**config.mk**
```make
export PLATFORM = sky130hd
export DESIGN_NAME = kmc_ctrl
export DESIGN_NICKNAME = d
export VERILOG_FILES = /design/src/sv/kmc_pkg.sv /design/src/sv/kmc_ctrl.sv
export VERILOG_INCLUDE_DIRS = /design/src /design/src/sv
export SDC_FILE = /design/constraint.sdc
export NUM_CORES = 1
export LEC_CHECK = 0
export BUFFER_PORTS_ARGS = -buffer_cell sky130_fd_sc_hd__buf_4
export CAP_MARGIN = 20
export CORE_AREA = 2 2 47 49
export CTS_CLUSTER_DIAMETER = 120
export DETAILED_ROUTE_END_ITERATION = 16
export DIE_AREA = 0 0 49 51
export MAX_ROUTING_LAYER = met4
export PLACE_DENSITY_LB_ADDON = 0.1
export SYNTH_ARGS = -nofsm -noshare
export SYNTH_HDL_FRONTEND = slang
export SYNTH_SLANG_ARGS = --single-unit
```
**constraint.sdc**
```tcl
create_clock -name clk -period 1.8 [get_ports clk]
set_input_delay 0.27 -clock clk [delete_from_list [all_inputs] [get_ports clk]]
set_output_delay 0.27 -clock clk [all_outputs]
set_load 0.005 [all_outputs]
```
**src/sv/kmeans_clustering_engine_assert.svh**
```systemverilog
// Assertion macros shared by the k-means engine modules.
`ifndef KMEANS_CLUSTERING_ENGINE_ASSERT_SVH
`define KMEANS_CLUSTERING_ENGINE_ASSERT_SVH

// Same-cycle implication, checked on clk, off during rst.
`define KMC_ASSERT_IMP(label, ante, cons, msg) \
  label: assert property (@(posedge clk) disable iff (rst) (ante) |-> (cons)) \
    else $error(msg);

// Next-cycle implication, checked on clk, off during rst.
`define KMC_ASSERT_NXT(label, ante, cons, msg) \
  label: assert property (@(posedge clk) disable iff (rst) (ante) |=> (cons)) \
    else $error(msg);

`endif

```
**src/sv/kmc_pkg.sv**
```systemverilog
// Shared constants, word types and controller codes of the k-means engine.
`timescale 1ns / 1ps
package kmc_pkg;

  localparam int MAX_POINTS   = 1024;
  localparam int MAX_CLUSTERS = 16;
  localparam int MAX_DIMS     = 8;
  localparam int COORD_WIDTH  = 16;

  localparam int PT_ELEMS = MAX_POINTS * MAX_DIMS;
  localparam int CT_ELEMS = MAX_CLUSTERS * MAX_DIMS;
  localparam int PT_AW    = $clog2(PT_ELEMS);
  localparam int CT_AW    = $clog2(CT_ELEMS);
  localparam int PT_IW    = $clog2(MAX_POINTS);
  localparam int CL_IW    = $clog2(MAX_CLUSTERS);
  localparam int DIM_IW   = $clog2(MAX_DIMS);
  localparam int KC_W     = $clog2(MAX_CLUSTERS + 1);
  localparam int DCNT_W   = $clog2(MAX_DIMS + 1);
  localparam int CNT_W    = $clog2(MAX_POINTS + 1);
  localparam int SUM_W    = COORD_WIDTH + CNT_W;
  localparam int MAG_W    = SUM_W - 1;
  localparam int STEP_W   = $clog2(MAG_W);
  localparam int DIFF_W   = COORD_WIDTH + 1;
  localparam int SQ_W     = 2 * COORD_WIDTH;
  localparam int DIST_W   = SQ_W + DIM_IW;
  localparam int CID_W    = 5;
  localparam int IDX_W    = 13;
  localparam int ROUND_W  = 16;
  localparam int CFG_DW   = 16;
  localparam int CFG_IW   = 2;

  localparam logic [CID_W-1:0]   NO_CLUSTER      = CID_W'(MAX_CLUSTERS);
  localparam logic [KC_W-1:0]    RST_CLUSTERS    = KC_W'(4);
  localparam logic [DCNT_W-1:0]  RST_DIMS        = DCNT_W'(2);
  localparam logic [CNT_W-1:0]   RST_POINTS      = CNT_W'(0);
  localparam logic [ROUND_W-1:0] RST_ITER_LIMIT  = ROUND_W'(100);

  typedef enum logic [2:0] {
    OP_LOAD_POINT   = 3'd0,
    OP_LOAD_CENT    = 3'd1,
    OP_RUN          = 3'd2,
    OP_READ_CLUSTER = 3'd3,
    OP_READ_CENT    = 3'd4
  } op_t;

  typedef enum logic [1:0] {
    KIND_RUN     = 2'd0,
    KIND_CLUSTER = 2'd1,
    KIND_CENT    = 2'd2
  } kind_t;

  typedef enum logic [CFG_IW-1:0] {
    REG_CLUSTER_COUNT   = 2'd0,
    REG_DIM_COUNT       = 2'd1,
    REG_POINT_COUNT     = 2'd2,
    REG_ITERATION_LIMIT = 2'd3
  } reg_idx_t;

  typedef enum logic [4:0] {
    S_CLEAR,
    S_IDLE,
    S_READ,
    S_RESULT,
    S_RUN_CHECK,
    S_ROUND_START,
    S_DIST_RD,
    S_DIST_SQ,
    S_DIST_ACC,
    S_DIST_CMP,
    S_ASG_RD,
    S_ASG_WR,
    S_SUM_RD,
    S_SUM_WR,
    S_PT_NEXT,
    S_UPD_CHECK,
    S_UPD_RD,
    S_UPD_DIV,
    S_UPD_WAIT,
    S_UPD_WR,
    S_UPD_NEXT,
    S_ROUND_END
  } state_t;

  typedef struct packed {
    logic [2:0]                    op;
    logic [IDX_W-1:0]              element_index;
    logic signed [COORD_WIDTH-1:0] value;
  } in_word_t;

  typedef struct packed {
    kind_t                         kind;
    logic [CID_W-1:0]              cluster_id;
    logic signed [COORD_WIDTH-1:0] centroid_value;
    logic [ROUND_W-1:0]            rounds_used;
    logic                          converged;
  } out_word_t;

  typedef struct packed {
    logic [CFG_IW-1:0] index;
    logic [CFG_DW-1:0] value;
  } cfg_word_t;

  // Commands from the controller to the datapath
  typedef struct packed {
    logic capture;
    logic load_pt;
    logic load_ct;
    logic clr_step;
    logic rd_issue;
    logic out_load;
    logic run_start;
    logic round_start;
    logic dist_rd;
    logic dist_sq;
    logic dist_acc;
    logic dist_cmp;
    logic asg_rd;
    logic asg_wr;
    logic sum_rd;
    logic sum_wr;
    logic pt_next;
    logic upd_rd;
    logic div_start;
    logic upd_wr;
    logic upd_next;
    logic round_end;
  } cmd_t;

  // Status from the datapath to the controller
  typedef struct packed {
    logic last_clear;
    logic last_dim;
    logic last_cluster;
    logic last_point;
    logic n_zero;
    logic cnt_zero;
    logic div_done;
    logic changed;
    logic more_rounds;
  } stat_t;

endpackage

```
**src/sv/kmc_ctrl.sv**
```systemverilog
// Controller: sequences loads, reads and Lloyd rounds over the datapath.
`timescale 1ns / 1ps
`include "kmeans_clustering_engine_assert.svh"
module kmc_ctrl (
  input  logic           clk,
  input  logic           rst,
  input  logic           in_valid,
  input  logic [2:0]     in_op,
  output logic           in_ready,
  output logic           out_valid,
  input  logic           out_ready,
  output kmc_pkg::cmd_t  cmd,
  input  kmc_pkg::stat_t stat
);
  import kmc_pkg::*;

  state_t state;
  state_t state_next;
  logic   accept;
  logic   result_op;
  logic   result_accept;
  logic   in_wait;

  assign in_ready      = (state == S_IDLE);
  assign accept        = in_valid && in_ready;
  assign result_op     = in_op inside {OP_RUN, OP_READ_CLUSTER, OP_READ_CENT};
  assign result_accept = accept && result_op;
  assign in_wait       = (state == S_UPD_WAIT);

  always_ff @(posedge clk) begin
    if (rst) begin
      state <= S_CLEAR;
    end else begin
      state <= state_next;
    end
  end

  // Hold the result word until the sink takes it
  always_ff @(posedge clk) begin
    if (rst) begin
      out_valid <= 1'b0;
    end else if (cmd.out_load) begin
      out_valid <= 1'b1;
    end else if (out_ready) begin
      out_valid <= 1'b0;
    end
  end

  // Next state
  always_comb begin
    state_next = state;
    case (state)
      S_CLEAR:       if (stat.last_clear) state_next = S_IDLE;
      S_IDLE: begin
        if (accept && (in_op == OP_RUN)) state_next = S_RUN_CHECK;
        else if (accept && (in_op inside {OP_READ_CLUSTER, OP_READ_CENT})) begin
          state_next = S_READ;
        end
      end
      S_READ:        state_next = S_RESULT;
      S_RESULT:      if (!out_valid || out_ready) state_next = S_IDLE;
      S_RUN_CHECK: begin
        state_next = (stat.changed && stat.more_rounds) ? S_ROUND_START : S_RESULT;
      end
      S_ROUND_START: state_next = stat.n_zero ? S_UPD_CHECK : S_DIST_RD;
      S_DIST_RD:     state_next = S_DIST_SQ;
      S_DIST_SQ:     state_next = S_DIST_ACC;
      S_DIST_ACC:    state_next = stat.last_dim ? S_DIST_CMP : S_DIST_RD;
      S_DIST_CMP:    state_next = stat.last_cluster ? S_ASG_RD : S_DIST_RD;
      S_ASG_RD:      state_next = S_ASG_WR;
      S_ASG_WR:      state_next = S_SUM_RD;
      S_SUM_RD:      state_next = S_SUM_WR;
      S_SUM_WR:      state_next = stat.last_dim ? S_PT_NEXT : S_SUM_RD;
      S_PT_NEXT:     state_next = stat.last_point ? S_UPD_CHECK : S_DIST_RD;
      S_UPD_CHECK:   state_next = stat.cnt_zero ? S_UPD_NEXT : S_UPD_RD;
      S_UPD_RD:      state_next = S_UPD_DIV;
      S_UPD_DIV:     state_next = S_UPD_WAIT;
      S_UPD_WAIT:    if (stat.div_done) state_next = S_UPD_WR;
      S_UPD_WR:      state_next = stat.last_dim ? S_UPD_NEXT : S_UPD_RD;
      S_UPD_NEXT:    state_next = stat.last_cluster ? S_ROUND_END : S_UPD_CHECK;
      S_ROUND_END:   state_next = S_RUN_CHECK;
      default:       state_next = S_IDLE;
    endcase
  end

  // Datapath commands
  always_comb begin
    cmd = '0;
    case (state)
      S_CLEAR:       cmd.clr_step = 1'b1;
      S_IDLE: begin
        cmd.capture   = accept;
        cmd.load_pt   = accept && (in_op == OP_LOAD_POINT);
        cmd.load_ct   = accept && (in_op == OP_LOAD_CENT);
        cmd.run_start = accept && (in_op == OP_RUN);
      end
      S_READ:        cmd.rd_issue    = 1'b1;
      S_RESULT:      cmd.out_load    = !out_valid || out_ready;
      S_ROUND_START: cmd.round_start = 1'b1;
      S_DIST_RD:     cmd.dist_rd     = 1'b1;
      S_DIST_SQ:     cmd.dist_sq     = 1'b1;
      S_DIST_ACC:    cmd.dist_acc    = 1'b1;
      S_DIST_CMP:    cmd.dist_cmp    = 1'b1;
      S_ASG_RD:      cmd.asg_rd      = 1'b1;
      S_ASG_WR:      cmd.asg_wr      = 1'b1;
      S_SUM_RD:      cmd.sum_rd      = 1'b1;
      S_SUM_WR:      cmd.sum_wr      = 1'b1;
      S_PT_NEXT:     cmd.pt_next     = 1'b1;
      S_UPD_RD:      cmd.upd_rd      = 1'b1;
      S_UPD_DIV:     cmd.div_start   = 1'b1;
      S_UPD_WR:      cmd.upd_wr      = 1'b1;
      S_UPD_NEXT:    cmd.upd_next    = 1'b1;
      S_ROUND_END:   cmd.round_end   = 1'b1;
      default:       ;
    endcase
  end

  `KMC_ASSERT_IMP(a_no_overwrite, cmd.out_load, !out_valid || out_ready, "result word overwritten")
  `KMC_ASSERT_NXT(a_result_busy, result_accept, state != S_IDLE, "result command not started")
  `KMC_ASSERT_IMP(a_div_expected, stat.div_done, in_wait, "divider finished outside update")

endmodule

```
==> flow_summary.json, run 1 <==
{
  "reg2reg_slack_ps": 140,
  "final_util_pct": 61.9,
  "rows": 17,
  "antenna_cells": 0,
  "grt_pass1_vias": 1002,
  "drt_iter0_drc": 26,
  "post-synth-top-area-cell": "dfxtp_1",
  "ys_async_sr_fraction_pct": 0,
  "wl_um": 2710,
  "setup-violations-final": 1,
  "p_per_area_nw_per_um2": 344,
  "leakage_nw": 0.552,
  "layout_setup_ws_ps": -60.8,
  "routed_via_density": 5.47,
  "cts_tree": "built",
  "cts_made_buffers": 3,
  "fmax_mhz": 537,
  "rsz0062_at_grt": "yes",
  "yosysMostFrequentCell": "nor2_1",
  "dieHeight_um": 51,
  "grt_usage_pct": 23.0,
  "critPathKind": "reg2out",
  "clk_latency_ps": 250,
  "synth_cells": 128,
  "violations": "negative setup slack",
  "crit_fanout": 3,
  "ant_nets": 0,
  "yosys_warnings": 0,
  "ys.flop_type": "dfxtp_1",
  "maxSlewHeadroom_pct": 78.4,
  "clock_path_buffers": 2,
  "synth_commonest_cells": "nor2_1 (23), nand2_1 (10), a21oi_1 (8)",
  "fin_skew_ps": 3.50,
  "grt_antenna_before_repair": 0,
  "synthesis.area_um2": 872,
  "ys_seq_area_share_pct": 13.8,
  "r2r_end": "state[0]$_SDFFE_PP0P_",
  "post-dp-hpwl_um": 2050,
  "clk_pin_slew_ps": 40,
  "synth.distinct_cells": 50,
  "ctsHtreeMaxLevel": 1,
  "critPathSlowestCell": "or3b_4",
  "drv_slew": 0,
  "grt_overflow": 0,
  "min_from": "rst",
  "dr.pass1.iters": 5,
  "outcome": "complete, but fails checks",
  "place.gp.congestion": 0.844,
  "grt_pass1_wl_um": 4400,
  "slowest_delay_ps": 420,
  "period_share_pct": 103,
  "hold_class": "in2reg",
  "start_kind": "flop",
  "r2r-start": "state[3]$_SDFFE_PP0P_",
  "yosys-top-cells-area": "dfxtp_1 (14%), nor2_1 (9.9%), a21oi_1 (4.6%)",
  "fin_nets": 192,
  "io_buffers": 39,
  "synth_nets": 144,
  "critPathArrivalTime_ps": 1590,
  "core_um2": 2060,
  "cp_top_family": "simple AND/OR/NAND/NOR gates",
  "cp_cell_sequence": "or3b_4, nor3_4, nand2_2, nor4b_2, buf_4",
  "synth_edf_count": 0,
  "tightest_slew_ps": 322,
  "syn_avg_cell_area_um2": 6.81,
  "maxCapViolCount": 0,
  "grt_start_max_net_pins": 22,
  "p_total_mw": 0.439,
  "initial_core_util_pct": 42.3,
  "end_kind": "primary output",
  "final_layout_size_suffix_gt1_share_pct": 41.4,
  "rr_worst_depth": 6,
  "clkSinkCount": 6,
  "ys_seq_elements": 6,
  "dieWidth_um": 49,
  "hold_violations": 0,
  "vias": 1105,
  "finalCriticalPeriod_ps": 1860,
  "holdPathEnd": "out_valid$_SDFFE_PP0P_",
  "clockRootBuffer": "clkbuf_4",
  "ios": 40,
  "min_path_cells": 2,
  "yosys.area.top_type_share_pct": 13.8,
  "drcViolationCount": 0,
  "die_area_um2": 2500,
  "irDropWorstVdd_v": 0.000433,
  "required_ps": 1530,
  "area_growth_pct": 46.3,
  "critPathBufInv": 1,
  "wire_per_inst_um": 13.4
}
timing repair:
| action | 4_1_cts | 5_1_grt |
|---|---|---|
| gates resized for setup | 2 | 2 |
| buffers inserted | 3 | 1 |
| hold buffers | 0 | 0 |
| setup endpoints to repair | 2 | 6 |
| pin swaps | 3 | 2 |
sequential cells by signal, indices dropped and copies added, names as in the netlist:
name,cells
state,5
out_valid,1
report_power, final:
group | internal [mW] | leakage, nW | switching [mW] | total (mW)
Sequential | 0.137 | 0.0492 | 0.00209 | 0.139
Clock | 0.0754 | 0.0138 | 0.0487 | 0.124
Combinational | 0.0910 | 0.489 | 0.0848 | 0.176
worst reg2reg max path, cell delays in order, from the launching register on:
cell     delay [ps]
dfxtp_1         300
buf_4           200
or2_1           270
or3_1           330
o22ai_2         140
nor2_1           70
o221a_1         240
cells by family after synthesis:
family                 share of synthesized area (%)
AO/OA/AOI/OAI                                   23.7
flip-flops                                      13.8
buffers and inverters                           9.47
multiplexers                                    1.29
AND/OR/NAND/NOR                                 51.8
how the worst max path moves through the flow:
| stage | cells after the start | end | slack (ps) | start |
|---|---|---|---|---|
| 6_report | 5 | cmd[19] | -60 | state[1]$_SDFFE_PP0P_ |
| 5_1_grt | 5 | cmd[19] | -110 | state[1]$_SDFFE_PP0P_ |
| 4_1_cts | 5 | cmd[19] | -120 | state[1]$_SDFFE_PP0P_ |
| 3_5_place_dp | 5 | cmd[19] | 140 | state[3]$_SDFFE_PP0P_ |
| 3_3_place_gp | 6 | state[0]$_SDFFE_PP0P_ | 190 | state[3]$_SDFFE_PP0P_ |
| 2_1_floorplan | 5 | cmd[19] | 210 | state[1]$_SDFFE_PP0P_ |
area by class of cell:
type	count	area [um^2]
fill	191	787
sequential	6	121
inverter	5	18.8
tap	28	35.0
clock buffer	3	22.5
multi-input combinational	107	681
timing repair buffer	53	398
through the flow:
step                      setup TNS, ps  hold slack, ps  cells  setup WS (ps)  cell area [um^2]
final                             -60.8             234    202          -60.8              1280
after global routing               -212             238    202           -109              1280
after CTS                          -172             227    202           -122              1270
after detailed placement              0             488    196            138              1220
after global placement                0             488    196            191              1220
after floorplan                       0             339    128            206               872
cells in the final DEF (no fill, tap or decap), types with 3 or more instances in the layout:
cell / Yosys / layout
dfxtp_1: 6 / 5
o21ai_0: 3 / 3
a21oi_1: 8 / 8
nand2_1: 10 / 10
nand3b_1: 3 / 3
nand2b_1: 3 / 3
nor2_1: 23 / 23
inv_1: 4 / 4
nand3_1: 5 / 5
buf_4: 3 / 53
nor3_1: 7 / 6
clkbuf_4: 0 / 3
metal layers:
layer,wire [um],part of all wire (%),vias up,track usage [%]
li1,-,-,556,-
met1,1200,44,522,25.8
met2,1390,51,25,43.6
met3,113,4.2,2,4.39
met4,7,0.26,0,2.86
met5,0,0,-,-
No activity file was read; power rests on OpenSTA's default activity.
==> run 2: changes to the inputs <==
--- a/config.mk
+++ b/config.mk
@@ -8,10 +8,12 @@
 export LEC_CHECK = 0
 export BUFFER_PORTS_ARGS = -buffer_cell sky130_fd_sc_hd__buf_4
 export CAP_MARGIN = 20
-export CORE_AREA = 2 2 47 49
+export CELL_PAD_IN_SITES_DETAIL_PLACEMENT = 0
+export CELL_PAD_IN_SITES_GLOBAL_PLACEMENT = 1
+export CORE_AREA = 2 2 42 74
 export CTS_CLUSTER_DIAMETER = 120
 export DETAILED_ROUTE_END_ITERATION = 16
-export DIE_AREA = 0 0 49 51
+export DIE_AREA = 0 0 44 76
 export MAX_ROUTING_LAYER = met4
 export PLACE_DENSITY_LB_ADDON = 0.1
 export SYNTH_ARGS = -nofsm -noshare
==> constraint.sdc (replaced) <==
create_clock -name clk -period 2.17 [get_ports clk]
set_input_delay 0.3255 -clock clk [delete_from_list [all_inputs] [get_ports clk]]
set_output_delay 0.3255 -clock clk [all_outputs]
set_load 0.005 [all_outputs]
==> run 2 against run 1 <==
The flow now finishes without violations. Count of clock-buffer cells in the layout unchanged. Sequential share of layout area up 0.32 points. Setup slack better by 230 ps. Combinational power down 24%. Clock power up 39%. Sequential power down 16%. Critical path depth unchanged. Total power down 3.7%. Final cell count down 4.0%. Clock skew up 1.2 ps.
==> flow_summary.json, run 2 (synthesized netlist as in run 1, its figures left out) <==
{
  "swShare_pct": 29.4,
  "power_frac_clock_pct": 40.7,
  "grt_antenna_before_repair": 0,
  "final_layout_size_suffix_gt1_share_pct": 36.7,
  "grt_pass1_wl_um": 4910,
  "p_sw_mw": 0.124,
  "finalCriticalPeriod_ps": 2000,
  "core_um2": 2800,
  "ctsHtreeMaxLevel": 1,
  "clkSinkCount": 6,
  "hold_violations": 0,
  "clk_pin_slew_ps": 40,
  "sequentialPowerShare_pct": 27.6,
  "cts_tree": "built",
  "final_cell_area_um2": 1220,
  "drcViolationCount": 0,
  "grt_overflow": 0,
  "period_share_pct": 92.4,
  "setup-violations-final": 0,
  "highest_layer": "met4",
  "layout_common_cells": "buf_4 (45), nor2_1 (23), nand2_1 (10)",
  "post-dp-hpwl_um": 2460,
  "start_kind": "flop",
  "routed_via_density": 5.64,
  "required_ps": 1840,
  "leakage_nw": 0.521,
  "grt_pass1_vias": 1038,
  "wl_um": 3100,
  "m1WireLength_um": 1180,
  "power.internal_mw": 0.298,
  "hold_class": "in2reg",
  "place_ws_ps": 418,
  "dr.pass1.iters": 5,
  "wl_met2_um": 1640,
  "maxCapViolCount": 0,
  "drv_slew": 0,
  "maxSlewHeadroom_pct": 60.8,
  "hold_buffers": 0,
  "drt_iter0_drc": 18,
  "cts_setup_buffers": 0,
  "top_regs": "state (5), out_valid (1)",
  "io_buffers": 39,
  "grt_start_max_net_pins": 22,
  "fin_skew_ps": 4.68,
  "end_kind": "primary output",
  "setup_tns_ps": 0,
  "tightest_slew_ps": 587,
  "critPathKind": "reg2out",
  "clock_path_buffers": 2,
  "area_growth_pct": 40.2,
  "dieWidth_um": 44,
  "top_register": "state",
  "irDropWorstVdd_v": 0.000169,
  "grt_usage_pct": 19.4,
  "outcome": "complete, no violations",
  "rows": 26,
  "clockRootBuffer": "clkbuf_8",
  "largest_register_ffs": 5,
  "vias": 1094,
  "fin_nets": 184,
  "antenna_cells": 0,
  "ios": 40,
  "p_per_area_nw_per_um2": 346,
  "dieHeight_um": 76,
  "layout_commonest_cell": "buf_4",
  "p_total_mw": 0.423,
  "critPathArrivalTime_ps": 1680,
  "die_area_um2": 3340,
  "layout_setup_ws_ps": 166,
  "rsz0062_at_grt": "no",
  "ant_nets": 0,
  "cts_made_buffers": 3,
  "ctsResizeCount": 0,
  "crit_fanout": 5,
  "p_comb_share_pct": 31.7,
  "place.gp.congestion": 0.801,
  "initial_core_util_pct": 31.2,
  "clk_latency_ps": 230,
  "routed-wl-met3_um": 175,
  "wire_per_inst_um": 16.0,
  "placed_cell_area_um2": 1180,
  "fmax_mhz": 499,
  "n_fill_cell": 303
}
-- run 2: changes by cell type in the layout (fill, tap and decap cells not counted), sizes merged --
cell  change
buf       -8
-- run 2: worst paths after layout --
check,start,end,slack (ps),depth (start not counted)
worst max register to register,state[2]$_SDFFE_PP0P_,state[1]$_SDFFE_PP0P_,380,5
worst min-delay path,rst,state[3]$_SDFFE_PP0P_,320,2
worst max-delay path,state[0]$_SDFFE_PP0P_,cmd[19],170,5
worst min register to register,out_valid$_SDFFE_PP0P_,out_valid$_SDFFE_PP0P_,540,2
-- run 2: area by class of cell --
class                           instances  area (um^2)  share of cell area, %
Tap cell                               28         35.0                   2.87
Timing Repair Buffer                   45          338                   27.6
Sequential cell                         6          120                   9.83
Clock buffer                            3         41.3                   3.38
Inverter                                5         18.8                   1.54
Multi-Input combinational cell        107          669                   54.8
-- run 2: worst max-delay path, cell delays in order, from the launching register on --
cell,delay (ps)
dfxtp_1,330
or3b_4,420
nor3_4,210
nand2_2,120
nor4b_2,220
buf_4,150
-- run 2: per-stage QoR --
stage	instances	utilization, %	hold slack [ps]
finish	194	43.7	321
CTS	194	43.7	321
global placement	191	42.2	534
floorplan	128	-	395
detailed placement	191	42.2	542
global route	194	43.7	328
-- run 2: power groups by stage --
stage          combinational (mW)  clock, mW  sequential [mW]
5_1_grt                     0.145      0.187            0.117
6_report                    0.134      0.172            0.117
3_3_place_gp                0.134          0            0.118
3_5_place_dp                0.134          0            0.118
2_1_floorplan              0.0772          0            0.117
4_1_cts                     0.135      0.176            0.116
-- run 2: metal layers --
layer | vias to the layer above | track usage [%]
met2 | 55 | 31.8
met5 | - | -
met1 | 487 | 22.5
li1 | 542 | -
met4 | 0 | 8.79
met3 | 10 | 2.61
